--- src/hw/rtl/cpg_pkg.sv ---
// shared types, constants and the cordic arctangent table for the circle point generator
package cpg_pkg;

	localparam int MAX_POINTS   = 64;
	localparam int CORDIC_STEPS = 24;
	localparam int TABLE_LEN    = 32;
	localparam int CORDIC_ITERS = (CORDIC_STEPS < TABLE_LEN) ? CORDIC_STEPS : TABLE_LEN;

	// cordic gain compensation, 0.6072529350 in q2.30
	localparam logic signed [33:0] GAIN_Q30 = 34'sd652032874;

	typedef enum logic [2:0] {
		ST_IDLE,
		ST_DIV,
		ST_LOAD,
		ST_ROT,
		ST_SCALE,
		ST_EMIT
	} cpg_state_t;

	// arctangent of 2^-k in phase units (2^32 is one turn)
	function automatic logic [31:0] atan_turns(input logic [4:0] k);
		logic [31:0] a;
		case (k)
			5'd0:    a = 32'h20000000;
			5'd1:    a = 32'h12E4051E;
			5'd2:    a = 32'h09FB385B;
			5'd3:    a = 32'h051111D4;
			5'd4:    a = 32'h028B0D43;
			5'd5:    a = 32'h0145D7E1;
			5'd6:    a = 32'h00A2F61E;
			5'd7:    a = 32'h00517C55;
			5'd8:    a = 32'h0028BE53;
			5'd9:    a = 32'h00145F2F;
			5'd10:   a = 32'h000A2F98;
			5'd11:   a = 32'h000517CC;
			5'd12:   a = 32'h00028BE6;
			5'd13:   a = 32'h000145F3;
			5'd14:   a = 32'h0000A2FA;
			5'd15:   a = 32'h0000517D;
			5'd16:   a = 32'h000028BE;
			5'd17:   a = 32'h0000145F;
			5'd18:   a = 32'h00000A30;
			5'd19:   a = 32'h00000518;
			5'd20:   a = 32'h0000028C;
			5'd21:   a = 32'h00000146;
			5'd22:   a = 32'h000000A3;
			5'd23:   a = 32'h00000051;
			5'd24:   a = 32'h00000029;
			5'd25:   a = 32'h00000014;
			5'd26:   a = 32'h0000000A;
			5'd27:   a = 32'h00000005;
			5'd28:   a = 32'h00000003;
			5'd29:   a = 32'h00000001;
			5'd30:   a = 32'h00000001;
			default: a = 32'h00000000;
		endcase
		return a;
	endfunction

endpackage

--- src/hw/rtl/cpg_div.sv ---
// bit-serial restoring divider: one turn (2^32) divided by the point count
module cpg_div import cpg_pkg::*; (
	input  logic        clk,
	input  logic        arst_n,
	input  logic        start,
	input  logic [6:0]  divisor,
	output logic        done,
	output logic [32:0] quotient,
	output logic [6:0]  remainder
);

	logic        run_q;
	logic        done_q;
	logic [5:0]  cnt_q;
	logic [6:0]  den_q;
	logic [6:0]  rem_q;
	logic [32:0] quo_q;
	logic [7:0]  trial;
	logic        fits;

	// dividend is a single one at bit 32
	assign trial = {rem_q, (cnt_q == 6'd32)};
	assign fits  = (trial >= {1'b0, den_q});

	always_ff @(posedge clk or negedge arst_n) begin
		if (!arst_n) begin
			run_q  <= 1'b0;
			done_q <= 1'b0;
			cnt_q  <= '0;
		end else begin
			done_q <= 1'b0;
			if (start) begin
				run_q <= 1'b1;
				cnt_q <= 6'd32;
			end else if (run_q) begin
				cnt_q <= cnt_q - 6'd1;
				if (cnt_q == 6'd0) begin
					run_q  <= 1'b0;
					done_q <= 1'b1;
				end
			end
		end
	end

	always_ff @(posedge clk) begin
		if (start) begin
			den_q <= divisor;
			rem_q <= '0;
			quo_q <= '0;
		end else if (run_q) begin
			rem_q <= fits ? 7'(trial - {1'b0, den_q}) : trial[6:0];
			quo_q <= {quo_q[31:0], fits};
		end
	end

	assign done      = done_q;
	assign quotient  = quo_q;
	assign remainder = rem_q;

endmodule

--- src/hw/rtl/cpg_cordic.sv ---
// iterative rotation-mode cordic, one micro-rotation per cycle, with quadrant fold
module cpg_cordic import cpg_pkg::*; (
	input  logic               clk,
	input  logic               arst_n,
	input  logic               start,
	input  logic [31:0]        phase,
	output logic               done,
	output logic signed [31:0] cos_val,
	output logic signed [31:0] sin_val
);

	localparam logic [4:0] ITER_LAST = 5'(CORDIC_ITERS - 1);

	logic               run_q;
	logic               done_q;
	logic [4:0]         k_q;
	logic               flip_q;
	logic signed [33:0] x_q;
	logic signed [33:0] y_q;
	logic signed [33:0] z_q;
	logic signed [33:0] dx;
	logic signed [33:0] dy;
	logic signed [33:0] ang;
	logic               flip;
	logic [31:0]        folded;
	logic signed [33:0] x_fin;
	logic signed [33:0] y_fin;

	// phases in the second and third quarter turn are rotated by half a turn
	assign flip   = phase[31] ^ phase[30];
	assign folded = {phase[31] ^ flip, phase[30:0]};

	assign dx  = y_q >>> k_q;
	assign dy  = x_q >>> k_q;
	assign ang = $signed({2'b00, atan_turns(k_q)});

	always_ff @(posedge clk or negedge arst_n) begin
		if (!arst_n) begin
			run_q  <= 1'b0;
			done_q <= 1'b0;
			k_q    <= '0;
		end else begin
			done_q <= 1'b0;
			if (start) begin
				run_q <= 1'b1;
				k_q   <= '0;
			end else if (run_q) begin
				k_q <= k_q + 5'd1;
				if (k_q == ITER_LAST) begin
					run_q  <= 1'b0;
					done_q <= 1'b1;
				end
			end
		end
	end

	always_ff @(posedge clk) begin
		if (start) begin
			x_q    <= GAIN_Q30;
			y_q    <= '0;
			z_q    <= $signed({{2{folded[31]}}, folded});
			flip_q <= flip;
		end else if (run_q) begin
			if (!z_q[33]) begin
				x_q <= x_q - dx;
				y_q <= y_q + dy;
				z_q <= z_q - ang;
			end else begin
				x_q <= x_q + dx;
				y_q <= y_q - dy;
				z_q <= z_q + ang;
			end
		end
	end

	assign x_fin   = flip_q ? -x_q : x_q;
	assign y_fin   = flip_q ? -y_q : y_q;
	assign cos_val = x_fin[31:0];
	assign sin_val = y_fin[31:0];
	assign done    = done_q;

endmodule

--- src/hw/rtl/cpg_scale.sv ---
// shared multiplier: radius times cos then sin, rounded, offset by center and saturated
module cpg_scale import cpg_pkg::*; (
	input  logic               clk,
	input  logic               arst_n,
	input  logic               start,
	input  logic [30:0]        radius,
	input  logic signed [31:0] center_x,
	input  logic signed [31:0] center_y,
	input  logic signed [31:0] cos_val,
	input  logic signed [31:0] sin_val,
	output logic               done,
	output logic signed [31:0] point_x,
	output logic signed [31:0] point_y
);

	localparam logic [1:0] CYC_IDLE = 2'd0;
	localparam logic [1:0] CYC_X    = 2'd1;
	localparam logic [1:0] CYC_Y    = 2'd2;

	logic [1:0]         cyc_q;
	logic               done_q;
	logic signed [31:0] rad_s;
	logic signed [31:0] op;
	logic signed [63:0] prod;
	logic signed [63:0] prod_q;
	logic signed [31:0] px_q;
	logic signed [31:0] py_q;

	function automatic logic signed [31:0] round_add_sat(
		input logic signed [31:0] ctr,
		input logic signed [63:0] p
	);
		logic signed [63:0] pr;
		logic signed [33:0] off;
		logic signed [34:0] sum;
		pr  = p + 64'sd536870912;
		off = 34'(pr >>> 30);
		sum = 35'(ctr) + 35'(off);
		if (sum > 35'sd2147483647)
			return 32'sh7FFFFFFF;
		else if (sum < -35'sd2147483648)
			return 32'sh80000000;
		else
			return sum[31:0];
	endfunction

	assign rad_s = $signed({1'b0, radius});
	assign op    = (cyc_q == CYC_IDLE) ? cos_val : sin_val;
	assign prod  = rad_s * op;

	always_ff @(posedge clk or negedge arst_n) begin
		if (!arst_n) begin
			cyc_q  <= CYC_IDLE;
			done_q <= 1'b0;
		end else begin
			done_q <= 1'b0;
			case (cyc_q)
				CYC_IDLE: if (start) cyc_q <= CYC_X;
				CYC_X:    cyc_q <= CYC_Y;
				CYC_Y: begin
					cyc_q  <= CYC_IDLE;
					done_q <= 1'b1;
				end
				default:  cyc_q <= CYC_IDLE;
			endcase
		end
	end

	always_ff @(posedge clk) begin
		if ((cyc_q == CYC_IDLE && start) || cyc_q == CYC_X)
			prod_q <= prod;
		if (cyc_q == CYC_X)
			px_q <= round_add_sat(center_x, prod_q);
		if (cyc_q == CYC_Y)
			py_q <= round_add_sat(center_y, prod_q);
	end

	assign done    = done_q;
	assign point_x = px_q;
	assign point_y = py_q;

endmodule

--- src/hw/rtl/circle_point_generator.sv ---
// circle point generator: busy while it works through an accepted word
// the one-turn-by-n division runs once per word on a bit-serial divider
// each point then steps through LOAD, ROT, SCALE and EMIT, with one cordic rotation per cycle in ROT
// a word with count zero is taken while idle and gives no points
// points appear one cycle each on point_valid; the receiver cannot stall
// asynchronous active-low reset returns the sequencer to idle with busy low
module circle_point_generator import cpg_pkg::*; (
	input  logic               clk,
	input  logic               arst_n,
	input  logic               start,
	output logic               busy,
	input  logic signed [31:0] center_x,
	input  logic signed [31:0] center_y,
	input  logic [30:0]        radius,
	input  logic [6:0]         count,
	output logic               point_valid,
	output logic signed [31:0] point_x,
	output logic signed [31:0] point_y,
	output logic [5:0]         point_index,
	output logic               last
);

	cpg_state_t         state_q;
	cpg_state_t         state_d;
	logic signed [31:0] cx_q;
	logic signed [31:0] cy_q;
	logic [30:0]        rad_q;
	logic [6:0]         n_q;
	logic [6:0]         n_in;
	logic [31:0]        step_q;
	logic [6:0]         srem_q;
	logic [6:0]         arem_q;
	logic [31:0]        phase_q;
	logic [5:0]         idx_q;
	logic [7:0]         rsum;
	logic               wrap;
	logic               is_last;

	logic               div_start;
	logic               div_done;
	logic [32:0]        div_quo;
	logic [6:0]         div_rem;
	logic               cord_start;
	logic               cord_done;
	logic signed [31:0] cos_val;
	logic signed [31:0] sin_val;
	logic               scale_start;
	logic               scale_done;

	assign n_in    = (count > 7'(MAX_POINTS)) ? 7'(MAX_POINTS) : count;
	assign is_last = (idx_q == 6'(n_q - 7'd1));

	// running phase floor(i * 2^32 / n) kept as quotient plus remainder
	assign rsum = {1'b0, arem_q} + {1'b0, srem_q};
	assign wrap = (rsum >= {1'b0, n_q});

	always_ff @(posedge clk or negedge arst_n) begin
		if (!arst_n)
			state_q <= ST_IDLE;
		else
			state_q <= state_d;
	end

	always_comb begin
		state_d     = state_q;
		div_start   = 1'b0;
		cord_start  = 1'b0;
		scale_start = 1'b0;
		busy        = 1'b1;
		point_valid = 1'b0;
		case (state_q)
			ST_IDLE: begin
				busy = 1'b0;
				if (start && n_in != 7'd0) begin
					div_start = 1'b1;
					state_d   = ST_DIV;
				end
			end
			ST_DIV: begin
				if (div_done)
					state_d = ST_LOAD;
			end
			ST_LOAD: begin
				cord_start = 1'b1;
				state_d    = ST_ROT;
			end
			ST_ROT: begin
				if (cord_done) begin
					scale_start = 1'b1;
					state_d     = ST_SCALE;
				end
			end
			ST_SCALE: begin
				if (scale_done)
					state_d = ST_EMIT;
			end
			ST_EMIT: begin
				point_valid = 1'b1;
				state_d     = is_last ? ST_IDLE : ST_LOAD;
			end
			default: state_d = ST_IDLE;
		endcase
	end

	always_ff @(posedge clk) begin
		if (state_q == ST_IDLE && start) begin
			cx_q  <= center_x;
			cy_q  <= center_y;
			rad_q <= radius;
			n_q   <= n_in;
		end
		if (state_q == ST_DIV && div_done) begin
			step_q  <= div_quo[31:0];
			srem_q  <= div_rem;
			arem_q  <= '0;
			phase_q <= '0;
			idx_q   <= '0;
		end
		if (state_q == ST_EMIT) begin
			phase_q <= phase_q + step_q + 32'(wrap);
			arem_q  <= wrap ? 7'(rsum - {1'b0, n_q}) : rsum[6:0];
			idx_q   <= idx_q + 6'd1;
		end
	end

	cpg_div u_div (
		.clk       (clk),
		.arst_n    (arst_n),
		.start     (div_start),
		.divisor   (n_in),
		.done      (div_done),
		.quotient  (div_quo),
		.remainder (div_rem)
	);

	cpg_cordic u_cordic (
		.clk     (clk),
		.arst_n  (arst_n),
		.start   (cord_start),
		.phase   (phase_q),
		.done    (cord_done),
		.cos_val (cos_val),
		.sin_val (sin_val)
	);

	cpg_scale u_scale (
		.clk      (clk),
		.arst_n   (arst_n),
		.start    (scale_start),
		.radius   (rad_q),
		.center_x (cx_q),
		.center_y (cy_q),
		.cos_val  (cos_val),
		.sin_val  (sin_val),
		.done     (scale_done),
		.point_x  (point_x),
		.point_y  (point_y)
	);

	assign point_index = idx_q;
	assign last        = is_last;

endmodule

--- config.mk ---
export PLATFORM = sky130hd
export DESIGN_NAME = circle_point_generator
export DESIGN_NICKNAME = d
export VERILOG_FILES = /design/src/hw/rtl/cpg_pkg.sv /design/src/hw/rtl/cpg_div.sv /design/src/hw/rtl/cpg_cordic.sv /design/src/hw/rtl/cpg_scale.sv /design/src/hw/rtl/circle_point_generator.sv
export SDC_FILE = /design/constraint.sdc
export NUM_CORES = 2
export LEC_CHECK = 0
export ABC_CLOCK_PERIOD_IN_PS = 21300
export BUFFER_PORTS_ARGS = -buffer_cell sky130_fd_sc_hd__buf_2
export CORE_ASPECT_RATIO = 1.25
export CORE_UTILIZATION = 55
export DETAILED_ROUTE_END_ITERATION = 6
export MAX_ROUTING_LAYER = met4
export PLACE_DENSITY = 0.72
export SLEW_MARGIN = 20
export SYNTH_ARGS = -nofsm -noshare
export SYNTH_HDL_FRONTEND = slang
export SYNTH_SLANG_ARGS = --single-unit
--- constraint.sdc ---
create_clock -name clk -period 21.3 [get_ports clk]
set_input_delay 1.065 -clock clk [delete_from_list [all_inputs] [get_ports clk]]
set_output_delay 1.065 -clock clk [all_outputs]
set_load 0.005 [all_outputs]
=== Yosys cells after proc, flatten, opt, wreduce, memory -nomap -nowiden ===
Memories as Yosys holds them, arrays and structs flattened.
Cells that the tools add are included.

* Add/sub/neg operators: 20
* Multiply operators: 1
* Order comparisons: 7
* Eq/ne operators: 15
* Shift-type cells: 2
* Mux-type cells: 51
* Bitwise operators: 2
* Reductions and logical operators: 13

{| class="wikitable"
|+ Operators with widths
! kind !! count
|-
| 32-bit 2-to-1 mux || 7
|-
| 34-bit 2-to-1 mux || 5
|-
| 32-bit by 34-bit adder with 35-bit output || 2
|-
| 35-bit by 32-bit > comparator with 1-bit output (second input constant) || 2
|-
| 35-bit by 32-bit < comparator with 1-bit output (second input constant) || 2
|-
| 34-bit adder || 2
|-
| 34-bit by 5-bit >>> shifter with 34-bit output || 2
|-
| 34-bit subtractor || 2
|-
| 64-bit by 31-bit adder with 64-bit output (second input constant) || 1
|-
| 32-bit by 32-bit multiplier with 64-bit output || 1
|-
| 32-bit negator || 2
|-
| 7-bit 2-to-1 mux || 5
|-
| 34-bit by 33-bit adder with 34-bit output || 1
|-
| 34-bit by 33-bit subtractor with 34-bit output || 1
|-
| 32-bit by 1-bit adder with 32-bit output || 1
|-
| 32-bit adder || 1
|-
| 6-bit 2-to-1 mux || 4
|-
| 1-bit 2-to-1 mux || 20
|-
| 3-bit case mux with 6 select lines || 1
|-
| 8-bit by 7-bit >= comparator with 1-bit output || 2
|-
| 7-bit subtractor || 2
|-
| 3-bit 2-to-1 mux || 4
|-
| 6-bit by 1-bit subtractor with 6-bit output (second input constant) || 2
|-
| 5-bit 2-to-1 mux || 2
|-
| other kinds (25) || 37
|}

* Bits in registers: 484
* Bits in read-only memories: 960
* Bits of input ports: 105
* Output and inout bits: 73
* Memories kept: 1

{| class="wikitable"
|+ Memory list
! name !! words !! bits a word !! rd ports !! clocked after Yosys merged registers in !! wr ports !! RTL line !! RTL
|-
| (no name shown) || 32 || 30 || 1 || 0 || 0 || cpg_pkg.sv:24 || <nowiki>case (k)</nowiki>
|}

=== Depth between registers and ports, before layout ===
* Depth after elaboration: 7
* Mapped depth: 37

=== By module ===
Synthesis repeated with hierarchy kept, for this count alone.

* Cells, all modules: 7498
* Area total of the unflattened synthesis: 69062.5 um2

{| class="wikitable"
|+ By module, submodules not included
! module !! times used !! cells each !! area an instance (um2) !! seq. area each (um2)
|-
| cpg_scale || 1 || 4328 || 40065.9 || 3047.9
|-
| cpg_cordic || 1 || 2322 || 18057.3 || 2587.5
|-
| circle_point_generator || 1 || 608 || 8504.4 || 5660.4
|-
| cpg_div || 1 || 240 || 2434.8 || 1211.2
|}

=== Worst setup path after synthesis ===
OpenSTA, ideal clock, no wires.

* Kind: reg2reg
* From: register u_cordic.x_q[14]
* To: register u_scale.prod_q[60] (data pin)
* Setup time: 0.258 ns
* Arrival: 9.973 ns
* Setup slack: 11.070 ns
* Cell stages (with the launch flop): 33
* Period minus slack after synthesis: 10.230 ns
* Cells stage by stage: dfxtp_1 clkbuf_1 or4_1 or3_1 or4_1 or3_1 or4_1 o31ai_1 xor2_1 o21ai_1 clkbuf_1 nand2_1 fa_1 fa_1 inv_1 fa_1 fa_1 fa_1 fa_1 fa_1 fa_1 ha_1 nand2_1 or3_1 or4_1 a31o_2 a31oi_1 o31ai_1 o211a_1 o31ai_1 a21o_1 a21oi_1 xnor2_1

* Word-level cells in the longest chain between the ends: 4

{| class="wikitable"
|+ Ends and longest elaborated chain
! element !! RTL line !! RTL
|-
| start, declared || cpg_cordic.sv:18 || <nowiki>logic signed [33:0] x_q;</nowiki>
|-
| start signal, assigned || cpg_cordic.sv:65 || <nowiki>x_q <= x_q - dx;</nowiki>
|-
| start signal, assigned || cpg_cordic.sv:69 || <nowiki>x_q <= x_q + dx;</nowiki>
|-
| 32-bit negator || cpg_cordic.sv:76 || <nowiki>assign x_fin = flip_q ? -x_q : x_q;</nowiki>
|-
| 32-bit 2-to-1 mux * || cpg_cordic.sv:76 ||
|-
| 32-bit 2-to-1 mux * || cpg_scale.sv:48 || <nowiki>assign op = (cyc_q == CYC_IDLE) ? cos_val : sin_val;</nowiki>
|-
| 32-bit by 32-bit multiplier with 64-bit output * || cpg_scale.sv:49 || <nowiki>assign prod = rad_s * op;</nowiki>
|-
| net u_scale.prod[60] || cpg_scale.sv:24 || <nowiki>logic signed [63:0] prod;</nowiki>
|-
| end signal, assigned || cpg_scale.sv:71 || <nowiki>prod_q <= prod;</nowiki>
|-
| end, declared || cpg_scale.sv:25 || <nowiki>logic signed [63:0] prod_q;</nowiki>
|}

The timed path passes the listed nets; every way through them passes the cells marked *.
A chain may end at the register's enable or synchronous reset.

=== Worst setup path in the final report ===
* From: register u_cordic.x_q[12]
* To: register u_scale.prod_q[60] (data pin)

Same word-level chain as after synthesis.

==> results by group <==
Run status
  • Outcome: complete, but fails checks
  • Failing checks: DRC

Yosys
  • Syn avg cell area: 9.19 sq um
  • Flops & latches, synth: 455
  • Synth area leaders: fa_1 (26%), edfxtp_1 (15%), ha_1 (9.8%)
  • Leading area contributor after synthesis: fa_1
  • Mapped cell area: 0.0674 sq mm
  • Synth top area share: 0.260
  • Mapped Cells: 7339
  • Post-synth EDFFs: 327
  • Post-synth ARST share: 0.0462
  • Yosys warning total: 0
  • Primary FF master, synth: edfxtp_1
  • Synth cell types: 105
  • Syn Nets: 8847
  • Seq/Total Area, Yosys: 0.185

Clock tree
  • Hold buffers post-CTS: 0
  • Setup Fix Bufs, Post-CTS: 0
  • Skew-Pair Late Insertion Delay: 690 ps
  • Cts bufs inserted: 53
  • Clock root cell: clkbuf_16
  • Clock-pin slew on the worst setup and hold paths: 60 ps
  • Num Clock Sinks: 455
  • Clock Path Buffers: 3
  • # H-tree levels: 2
  • PostCTS Resize Cnt: 0
  • CTS tree: done

Floorplan
  • CORE AREA: 0.122 sq mm
  • Die Wd: 315 microns
  • Row count: 143
  • Top Ports: 178
  • Initial core utilization: 0.554
  • Die span in y: 393 microns
  • Die area: 0.124 sq mm

GRT
  • Gr usage total: 0.354
  • Largest net degree at the start of global routing: 72
  • Grt ovf: 0
  • Vias in the first global route: 56400
  • Initial antenna violation count: 15
  • First-pass GRT wire length: 325000 microns

Cells and area
  • Layout area overhead: 6.34%
  • Share of cells above drive strength 1: 0.0835
  • Final layout net count: 8784

Setup path
  • CP max-delay cell: a31oi_1
  • CP max stage delay: 760 ps
  • Worst path most repeated cell: fa_1
  • Worst path arrival time: 12370 ps
  • CP required: 21730 ps
  • Type of origin of the critical path: register
  • CP endpoint kind: register
  • Critical path class: reg2reg
  • CP Max Fanout: 31

Timing
  • Clock Skew: 26.3 ps
  • Least-Margin Pin Slew: 1200 ps
  • Final Hold Viols: 0
  • Achievable Freq: 0.0838 GHz
  • Slew HR: 0.189
  • Pins Over Slew Limit: 0
  • Fin crit period: 11930 ps
  • Unrepaired setup endpoints after global routing: false
  • TNS Setup: 0 ps
  • Setup violators final: 0
  • Final period utilization: 0.560

Place
  • IO Port Bufs: 177
  • GPL Wtd Cong: 1.05
  • HPWL Detailed: 158000 microns

Detailed routing
  • First-pass iteration count of the detailed router: 7
  • Initial DRC count: 4484
  • Routed Wire Length: 212000 microns
  • WL per Instance: 23.7 microns
  • Antenna violation net count after detailed routing: 0
  • Detailed-route DRC error count: 64
  • Routed via count: 54000
  • Vias per Instance: 6.06

Min path
  • HP Class: reg2reg

Run
  • Max-cap violations: 0
-- cell families (layout without fill, tap and decap cells) --
| kind of cell | count (synthesis) | in the layout | synth area share |
|---|---|---|---|
| adders and majority gates | 1403 | 1403 | 0.358 |
| muxes | 228 | 228 | 0.0510 |
| DFF | 455 | 455 | 0.185 |
| xor gates and xnor gates | 411 | 411 | 0.0534 |
| buffers and inverters | 1433 | 1415 | 0.0816 |
| and+or+nand+nor | 2234 | 2234 | 0.160 |
| AOI/OAI and AO/OA | 1175 | 1175 | 0.111 |
| other | 0 | 6 | 0 |
-- routing by layer --
layer  up-vias  track usage  part of all wire
met4         0        0.217             0.072
met1     26800        0.404              0.37
li1      24000            -                 -
met2      2500        0.586              0.49
met5         -            -                 0
met3       706       0.0502             0.074
-- stage by stage --
| stage | setup slack [ps] | instance area [sq um] | util | hold WS, ps | std cells |
|---|---|---|---|---|---|
| 2_1_floorplan | 11070 | 67400 | - | 408 | 7339 |
| 3_3_place_gp | 9670 | 69800 | 0.573 | 419 | 8816 |
| 3_5_place_dp | 9590 | 69800 | 0.573 | 425 | 8816 |
| 4_1_cts | 9530 | 71700 | 0.589 | 439 | 8916 |
| 5_1_grt | 8950 | 71700 | 0.589 | 458 | 8920 |
| 6_report | 9370 | 71700 | 0.589 | 442 | 8922 |
-- worst paths after layout --
| check | start | to | slack [ps] | depth (start not counted) |
|---|---|---|---|---|
| setup reg to reg | u_cordic.x_q[12] | u_scale.prod_q[60] | 9370 | 33 |
| hold / removal | u_div.quotient[31] | step_q[31] | 440 | 0 |
| setup / recovery | u_cordic.x_q[12] | u_scale.prod_q[60] | 9370 | 33 |
| hold reg to reg | u_div.quotient[31] | step_q[31] | 440 | 0 |
| max in group asynchronous | arst_n | u_cordic.k_q[1] | 20090 | 1 |
| min in group asynchronous | arst_n | u_cordic.k_q[3] | 530 | 1 |
-- placed cells by master (no fill, tap or decap), types with 23 or more instances in the layout --
master and count:
a211oi_1 46, a21o_1 131, a21oi_1 330, a31oi_1 53, and2_1 472, and3_1 30, buf_2 177, buf_4 123
clkbuf_16 54, dfxtp_1 107, edfxtp_1 327, fa_1 876, ha_1 527, inv_1 1008, mux2i_1 116, mux4_2 86
nand2_1 820, nand2b_1 60, nand3_1 86, nand4_1 39, nor2_1 442, nor2b_1 79, nor3_1 64, o211ai_1 23
o21a_1 39, o21ai_0 243, o21bai_1 34, o31ai_1 33, or2_2 34, or3_1 35, xnor2_1 239, xor2_1 172
-- cells in the mapped netlist (30+ instances only) --
master,count
a211oi_1,46
a21o_1,131
a21oi_1,336
a31oi_1,54
and2_1,474
and3_1,30
buf_1,32
clkbuf_1,346
dfxtp_1,107
edfxtp_1,327
fa_1,876
ha_1,527
inv_1,1010
mux2i_1,117
mux4_2,86
nand2_1,820
nand2b_1,61
nand3_1,86
nand4_1,39
nor2_1,443
nor2b_1,81
nor3_1,64
o21a_1,39
o21ai_0,264
o21bai_1,34
o31ai_1,34
or2_2,34
or3_1,35
xnor2_1,239
xor2_1,172
-- area by class of cell --
class / count / area (sq um)
Fill cell: 10600 / 50000
Clock buffer: 66 / 1450
Sequential cell: 455 / 12500
Multi-Input combinational cell: 5451 / 49700
Tap cell: 1595 / 2000
Inverter: 1015 / 3810
Clock inverter: 34 / 479
Timing Repair Buffer: 300 / 1810
Antenna cell: 6 / 15.0
-- flip-flops by register name, indices dropped and copies added, names as in the netlist, 5 cells and up --
signal,count
arem_q,7
cx_q,32
cy_q,32
n_q,7
phase_q,32
point_index,6
rad_q,31
srem_q,7
step_q,32
u_cordic.k_q,5
u_cordic.x_q,34
u_cordic.y_q,34
u_cordic.z_q,34
u_div.cnt_q,6
u_div.den_q,7
u_div.quotient,32
u_div.remainder,7
u_scale.point_x,32
u_scale.point_y,32
u_scale.prod_q,35
-- critical path, delay by kind of cell, from the launching register on --
family / cells / cell delay, ps
buffers and inverters: 3 / 370
DFF: 1 / 430
AOI/OAI and AO/OA: 9 / 2690
xor gates and xnor gates: 2 / 250
adders and majority gates: 9 / 4330
and+or+nand+nor: 10 / 3550
Power is left out: the tool's default activity adds up to more than one toggle a clock period on the data nets, which glitch-free logic cannot reach.
